**config.mk**
```make
export PLATFORM = sky130hd
export DESIGN_NAME = smm_front
export DESIGN_NICKNAME = d
export VERILOG_FILES = /design/src/hdl/smm_pkg.sv /design/src/hdl/smm_front.sv
export SDC_FILE = /design/constraint.sdc
export NUM_CORES = 1
export LEC_CHECK = 0
export ABC_AREA = 1
export CORE_MARGIN = 1.5
export CORE_UTILIZATION = 45
export CTS_CLUSTER_DIAMETER = 100
export DETAILED_ROUTE_END_ITERATION = 16
export DONT_BUFFER_PORTS = 1
export GPL_ROUTABILITY_DRIVEN = 1
export HOLD_SLACK_MARGIN = 0.03
export PLACE_DENSITY = 0.73
export SLEW_MARGIN = 20
export SYNTH_ARGS = -nofsm -noshare
export SYNTH_HDL_FRONTEND = slang
export SYNTH_SLANG_ARGS = --single-unit
```
**constraint.sdc**
```tcl
create_clock -name clk -period 3.9 [get_ports clk]
set_input_delay 0.195 -clock clk [delete_from_list [all_inputs] [get_ports clk]]
set_output_delay 0.195 -clock clk [all_outputs]
set_load 0.1 [all_outputs]
```
**src/hdl/smm_pkg.sv**
```systemverilog
// Shared constants, codes and types of the sorted merge membership block.
`timescale 1ns / 1ps

package smm_pkg;

  // Capacity of the set store and derived widths
  localparam int SET_DEPTH = 1024;
  localparam int CNT_W     = $clog2(SET_DEPTH + 1);
  localparam int ADDR_W    = (SET_DEPTH > 1) ? $clog2(SET_DEPTH) : 1;
  localparam int KEY_W     = 64;

  // Request command codes
  localparam logic [1:0] CMD_CLEAR  = 2'd0;
  localparam logic [1:0] CMD_APPEND = 2'd1;
  localparam logic [1:0] CMD_PROBE  = 2'd2;
  localparam logic [1:0] CMD_UNUSED = 2'd3;

  // Operation handed from front to back
  typedef enum logic [1:0] {
    OP_CLEAR  = 2'd0,
    OP_APPEND = 2'd1,
    OP_PROBE  = 2'd2
  } op_t;

  typedef struct packed {
    logic [1:0]       command;
    logic [KEY_W-1:0] key;
    logic             end_of_batch;
  } in_item_t;

  typedef struct packed {
    logic found;
    logic last;
  } out_item_t;

  typedef struct packed {
    op_t              op;
    logic [KEY_W-1:0] key;
    logic             eob;
  } q_item_t;

  // Head of the front queue as seen by the back end
  typedef struct packed {
    logic    valid;
    q_item_t item;
  } q_head_t;

  // Back end state exposed for checking
  typedef struct packed {
    logic [CNT_W-1:0] count;
    logic [CNT_W-1:0] pos;
  } back_stat_t;

endpackage

```
**src/hdl/smm_front.sv**
```systemverilog
// Front end: accepts requests, decodes the command and queues the operation.
`timescale 1ns / 1ps

module smm_front import smm_pkg::*; (
  input  logic     clk,
  input  logic     rst,
  input  logic     push,
  output logic     full,
  input  in_item_t request,
  output q_head_t  head,
  input  logic     deq
);

  localparam int QDEPTH = 2;

  q_item_t    entries [QDEPTH];
  logic       rd_ptr;
  logic       wr_ptr;
  logic [1:0] cnt;
  logic       accept;
  logic       enq;
  logic       do_deq;
  q_item_t    item_in;

  // Decode the command; unused codes are accepted and dropped
  always_comb begin
    item_in.key = request.key;
    item_in.eob = request.end_of_batch;
    enq         = 1'b1;
    unique case (request.command)
      CMD_CLEAR:  item_in.op = OP_CLEAR;
      CMD_APPEND: item_in.op = OP_APPEND;
      CMD_PROBE:  item_in.op = OP_PROBE;
      default: begin
        item_in.op = OP_PROBE;
        enq        = 1'b0;
      end
    endcase
  end

  assign full   = (cnt == 2'(QDEPTH));
  assign accept = push && !full && enq;
  assign do_deq = deq && (cnt != 2'd0);

  // Queue storage
  always_ff @(posedge clk) begin
    if (accept) begin
      entries[wr_ptr] <= item_in;
    end
  end

  // Queue pointers and fill level
  always_ff @(posedge clk) begin
    if (rst) begin
      rd_ptr <= 1'b0;
      wr_ptr <= 1'b0;
      cnt    <= 2'd0;
    end else begin
      if (accept) wr_ptr <= ~wr_ptr;
      if (do_deq) rd_ptr <= ~rd_ptr;
      cnt <= cnt + 2'(accept) - 2'(do_deq);
    end
  end

  assign head.valid = (cnt != 2'd0);
  assign head.item  = entries[rd_ptr];

endmodule

```
==> results.txt, run 1 <==
Worst Path Required - 3700 ps
Max Clock Freq - 0.419 GHz
Max Root-Sink Buffers - 2
Clk Latency, worst-skew pair - 400 ps
1st-pass router iterations - 4
Ys async rst share - 0%
Distinct cells, synth - 16
Core area - 11400 sq um
Worst r2r src - cnt[1]
Largest delay share family, worst path - flip-flops
Post-route ant nets - 0
CTS resizes - 0
Crit path max fanout - 67
Fin. max-slew vios - 0
Post-synthesis sequential area ratio - 79.0%
Number of global-route vias before repair - 2735
HP Start - push
Outcome - finished clean
Area grow syn2layout - 29.1%
Final worst slack - 1510 ps
RSZ-0062 raised after global routing - no
Post-synth top area share - 77.1%
Tcrit/Tclk final - 61.2%
Initial antenna violation count - 0
Min-Delay Path Class - input port to flip-flop
Share of cells above drive strength 1 - 29.4%
CTS tree - done
GP Congestion - 0.737
Top-count cell post-synth - edfxtp_1
Reg clk slew, reported paths - 60 ps
Io pins - 140
Total negative slack - 0 ps
Die ar. - 12200 sq um
Worst reg-to-reg setup slack - 1730 ps
Fin cells - 490
CP max stage delay - 1040 ps
Vias/cell - 5.09
Diode count - 0
First-pass GRT wire length - 14200 um
Clk_skew - 5.78 ps
Root buf cell - clkbuf_16
I/O Buffers - 0
Lkg Pwr - 2.38 nW
Die X - 111 um
Worst Tran Pin Value - 1060 ps
R2R depth - 6
FF-to-FF End - entries[0][7]
Wirelength per Cell - 18.2 um
Initial DRC count - 116
Max-cap viol count - 0
Largest net degree at the start of global routing - 68
Total global-route track usage - 15.2%
Cts bufs inserted - 17
Setup Buffers After CTS - 0
Final setup vio count - 0
Final #Nets - 408
DP Worst Slack - 1730 ps
WL final - 8930 um
Hold_buf cts - 69
Max transition margin - 29.2%
Post-synth top cells - 134 x edfxtp_1, 37 x mux2_2, 30 x mux2_4
Crit Path Class - flip-flop to output port
Std cell rows - 39
Min cycle time layout - 2390 ps
Synth area leader - edfxtp_1
Placed cells - 390
Worst setup SP type - flip-flop
Syn_nets - 324
Synth Flop Type - edfxtp_1
DP HPWL - 5190 um
Crit path arrival time - 2190 ps
Starting density of the core - 45.9%
Slowest stage cell on the critical path - dfxtp_4
Fin Hold WS - 58.4 ps
Cell area power density - 857 nW/um^2
Max VDD drop - 0.000625 V
Yosys reg bits - 139
Via count - 2495
Die Ht - 111 um
Syn Inst Count - 251
Synthesized area - 5220 sq um
Worst Hold Path EP - wr_ptr
Crit. End Element - output port
Synth warn - 0
Pwr Total - 5.77 mW
Hold Path Stages - 3
Final Hold Viols - 0
H-tree Lvls - 4
Crit-path cells - mux2_2
CTS Sinks - 139
DRC Markers - 0
Syn Area/Cell - 20.8 sq um
Post-synth EDFFs - 134
Grt ovf - 0
Top cells by area, synth - edfxtp_1 77%, mux2_4 8.6%, mux2_2 8.0%
Buf/Inv on CP - 0
## flip-flops by register name (all words and copies together), names as in the netlist, named ones only
name and cells:
entries 134, cnt 2, rd_ptr 1, wr_ptr 1
## routing by layer
metal	part of all wire, %	vias up	wire, um	GRT usage (%)
met3	8.2	16	729	6.89
met1	38	1234	3440	16.7
li1	-	1127	-	-
met4	1.3	0	115	5.38
met2	52	118	4650	25.9
met5	0	-	0	0
## placed cells by master, fill, tap and decap left out
master         count
edfxtp_1         134
dlygate4sd3_1     69
mux2_2            37
mux2_4            30
clkbuf_16         17
inv_1              9
nand2_1            9
nor2_1             9
bufinv_16          6
clkinv_1           4
dfxtp_1            4
clkinv_4           3
buf_4              3
nand3_1            2
ha_1               2
o21a_1             1
nor2_2             1
nand4_1            1
inv_2              1
nor2_4             1
a21oi_1            1
dfxtp_4            1
clkinv_2           1
buf_12             1
## through the flow
stage / instance area, sq um / util, %
after floorplan: 5220 / -
after global placement: 5390 / 47.4
after detailed placement: 5390 / 47.4
after CTS: 6740 / 59.2
after global routing: 6740 / 59.2
final: 6740 / 59.2
## report_power, final
| group | internal (mW) | total (mW) | switching (mW) |
|---|---|---|---|
| registers | 1.83 | 1.97 | 0.138 |
| logic | 0.364 | 2.04 | 1.67 |
| clock network | 1.19 | 1.76 | 0.576 |
| total | 3.38 | 5.77 | 2.39 |
## worst max path at each step
| stage | depth (start not counted) | slack (ps) | to |
|---|---|---|---|
| after CTS | 1 | 1480 | head[18] |
| after global placement | 6 | 1780 | entries[0][26] |
| after global routing | 1 | 1400 | head[18] |
| final | 1 | 1510 | head[18] |
| after floorplan | 5 | 640 | entries[0][0] |
| after detailed placement | 6 | 1730 | entries[0][13] |
## logic make-up after synthesis
family	synth area share [%]
flip-flops	79.0
multiplexers	16.6
AND/OR/NAND/NOR	1.75
buffers and inverters	1.87
AO/OA/AOI/OAI	0.240
adder cells (fa/ha/maj)	0.480
## layout make-up
| type | count | area [sq um] |
|---|---|---|
| timing repair buffer | 73 | 733 |
| fill | 820 | 4630 |
| clock inverter | 14 | 226 |
| inverter | 10 | 37.5 |
| sequential | 139 | 4130 |
| multi-input combinational | 94 | 1010 |
| clock buffer | 17 | 425 |
| tap | 143 | 179 |
Note: power is estimated with default switching activity, not from simulation.
==> run 2, diff against run 1 <==
==> constraint.sdc (replaced) <==
create_clock -name clk -period 2 [get_ports clk]
set_input_delay 0.1 -clock clk [delete_from_list [all_inputs] [get_ports clk]]
set_output_delay 0.1 -clock clk [all_outputs]
set_load 0.1 [all_outputs]
==> run 2 against run 1 <==
Hold slack better by 15 ps; power is 90% higher; largest power group unchanged; highest routed layer unchanged; critical path depth is 1 higher; sequential power grew 86%; count of clock-buffer cells in the layout grew 2; worst setup slack worse by 1300 ps; routed wire length decreased by 0.29%; clock skew up 1.2 ps; clock power up 74%; utilization is 0.088 points higher.
==> results.txt, run 2 (synthesis gave the netlist of run 1 again) <==
CTS tree - done
Final worst slack - 201 ps
Core area - 11400 sq um
Number of global-route vias before repair - 2746
Pint - 6.28 mW
Final #Nets - 413
Grt ovf - 0
Placed cells - 394
DP Worst Slack - 443 ps
CTS Sinks - 139
First-pass GRT wire length - 14200 um
Slowest stage cell on the critical path - mux2_2
Final Hold Viols - 0
Lkg Pwr - 2.36 nW
Buf/Inv on CP - 1
Max transition margin - 63.4%
Post-route ant nets - 0
RSZ-0062 raised after global routing - no
Clk Latency, worst-skew pair - 400 ps
Min-Delay Path Class - input port to flip-flop
Total global-route track usage - 15.4%
Final setup vio count - 0
Area grow syn2layout - 29.3%
Cell Area, Placed - 5460 sq um
Cell area power density - 1620 nW/um^2
Initial antenna violation count - 0
Reg clk slew, reported paths - 60 ps
Die X - 111 um
H-tree Lvls - 4
Worst Path Required - 1900 ps
Root buf cell - clkbuf_16
Std cell rows - 39
Worst Tran Pin Value - 551 ps
Gate power share - 38.6%
Max-cap viol count - 0
Max Root-Sink Buffers - 2
WL final - 8900 um
Vias/cell - 5.02
Net Sw Frac - 42.6%
Die Ht - 111 um
Psw - 4.67 mW
Largest net degree at the start of global routing - 43
Clock share of power - 27.9%
Crit. End Element - output port
Crit-path cells - buf_4 > mux2_2
GP Congestion - 0.690
Most frequent cells in the layout - 134 x edfxtp_1, 70 x dlygate4sd3_1, 37 x mux2_2
Initial DRC count - 119
Regs by FF count - entries x134, cnt x2
Worst setup SP type - flip-flop
Io pins - 140
Wirelength per Cell - 18.0 um
Crit path max fanout - 25
1st-pass router iterations - 4
Biggest register - entries
Share of cells above drive strength 1 - 31.8%
I/O Buffers - 0
Starting density of the core - 45.9%
Most common cell after layout, fill and taps aside - edfxtp_1
Cts bufs inserted - 17
Fillers - 827
Largest delay share family, worst path - multiplexers
Max Clock Freq - 0.556 GHz
Die ar. - 12200 sq um
Crit Path Class - flip-flop to output port
Outcome - finished clean
Tcrit/Tclk final - 89.9%
Fin cells - 495
Worst reg-to-reg setup slack - 430 ps
CP max stage delay - 610 ps
Via count - 2486
Max FFs per register - 134
Clk_skew - 6.98 ps
DP HPWL - 5280 um
DRC Markers - 0
Seq pwr share - 33.5%
Utilization after layout - 59.3%
Diode count - 0
Finished Cell Area - 6750 sq um
Min cycle time layout - 1800 ps
Max VDD drop - 0.00112 V
Crit path arrival time - 1700 ps
Fin. max-slew vios - 0
-- run 2: per-stage QoR --
stage / total power [mW] / setup TNS, ps / hold slack (ps)
2_1_floorplan: 7.56 / -9480 / 164
3_3_place_gp: 7.80 / 0 / 165
3_5_place_dp: 7.85 / 0 / 167
4_1_cts: 11.0 / 0 / 46.1
5_1_grt: 11.3 / 0 / 90.0
6_report: 11.0 / 0 / 73.2
-- run 2: path summary, 6_finish.rpt --
path,end,cells after the start,from
worst max-delay path,head[18],2,flip-flop
worst min-delay path,wr_ptr,5,request[66]
worst max register to register,cnt[1],11,cnt[1]
worst min register to register,rd_ptr,2,rd_ptr
-- run 2: what timing repair did --
| item | CTS | global route |
|---|---|---|
| hold buffers | 70 | 0 |
| buffers inserted | 0 | 0 |
| endpoints found under the hold margin | 139 | 0 |
| gates resized for setup | 0 | 0 |
-- run 2: tightest hold or removal path, cell delays in order --
cell,delay [ps]
nand2_1,50
nand2_1,80
nor2_2,50
nor2_1,90
nor2_1,60
-- run 2: power groups by stage --
stage | registers (mW) | clock network, mW | logic, mW
final | 3.67 | 3.06 | 4.23
after global routing | 3.70 | 3.25 | 4.34
after CTS | 3.67 | 3.12 | 4.25
after detailed placement | 3.73 | 0 | 4.12
after global placement | 3.71 | 0 | 4.09
after floorplan | 3.70 | 0 | 3.86
-- run 2: final cells by class --
| cell class | count | area, sq um | area share, % |
|---|---|---|---|
| inverter | 10 | 41.3 | 0.612 |
| sequential | 139 | 4130 | 61.2 |
| multi-input combinational | 94 | 1010 | 15.0 |
| timing repair buffer | 78 | 798 | 11.8 |
| tap | 143 | 179 | 2.65 |
| clock inverter | 12 | 150 | 2.23 |
| clock buffer | 19 | 433 | 6.42 |
-- run 2: routing by layer --
layer / up-vias / part of all wire, % / track usage (%) / wire (um)
met4: 0 / 1.4 / 6.24 / 124
met3: 12 / 6.5 / 6.12 / 581
li1: 1142 / - / - / -
met1: 1238 / 39 / 16.6 / 3490
met5: - / 0 / 0 / 0
met2: 94 / 53 / 26.9 / 4700
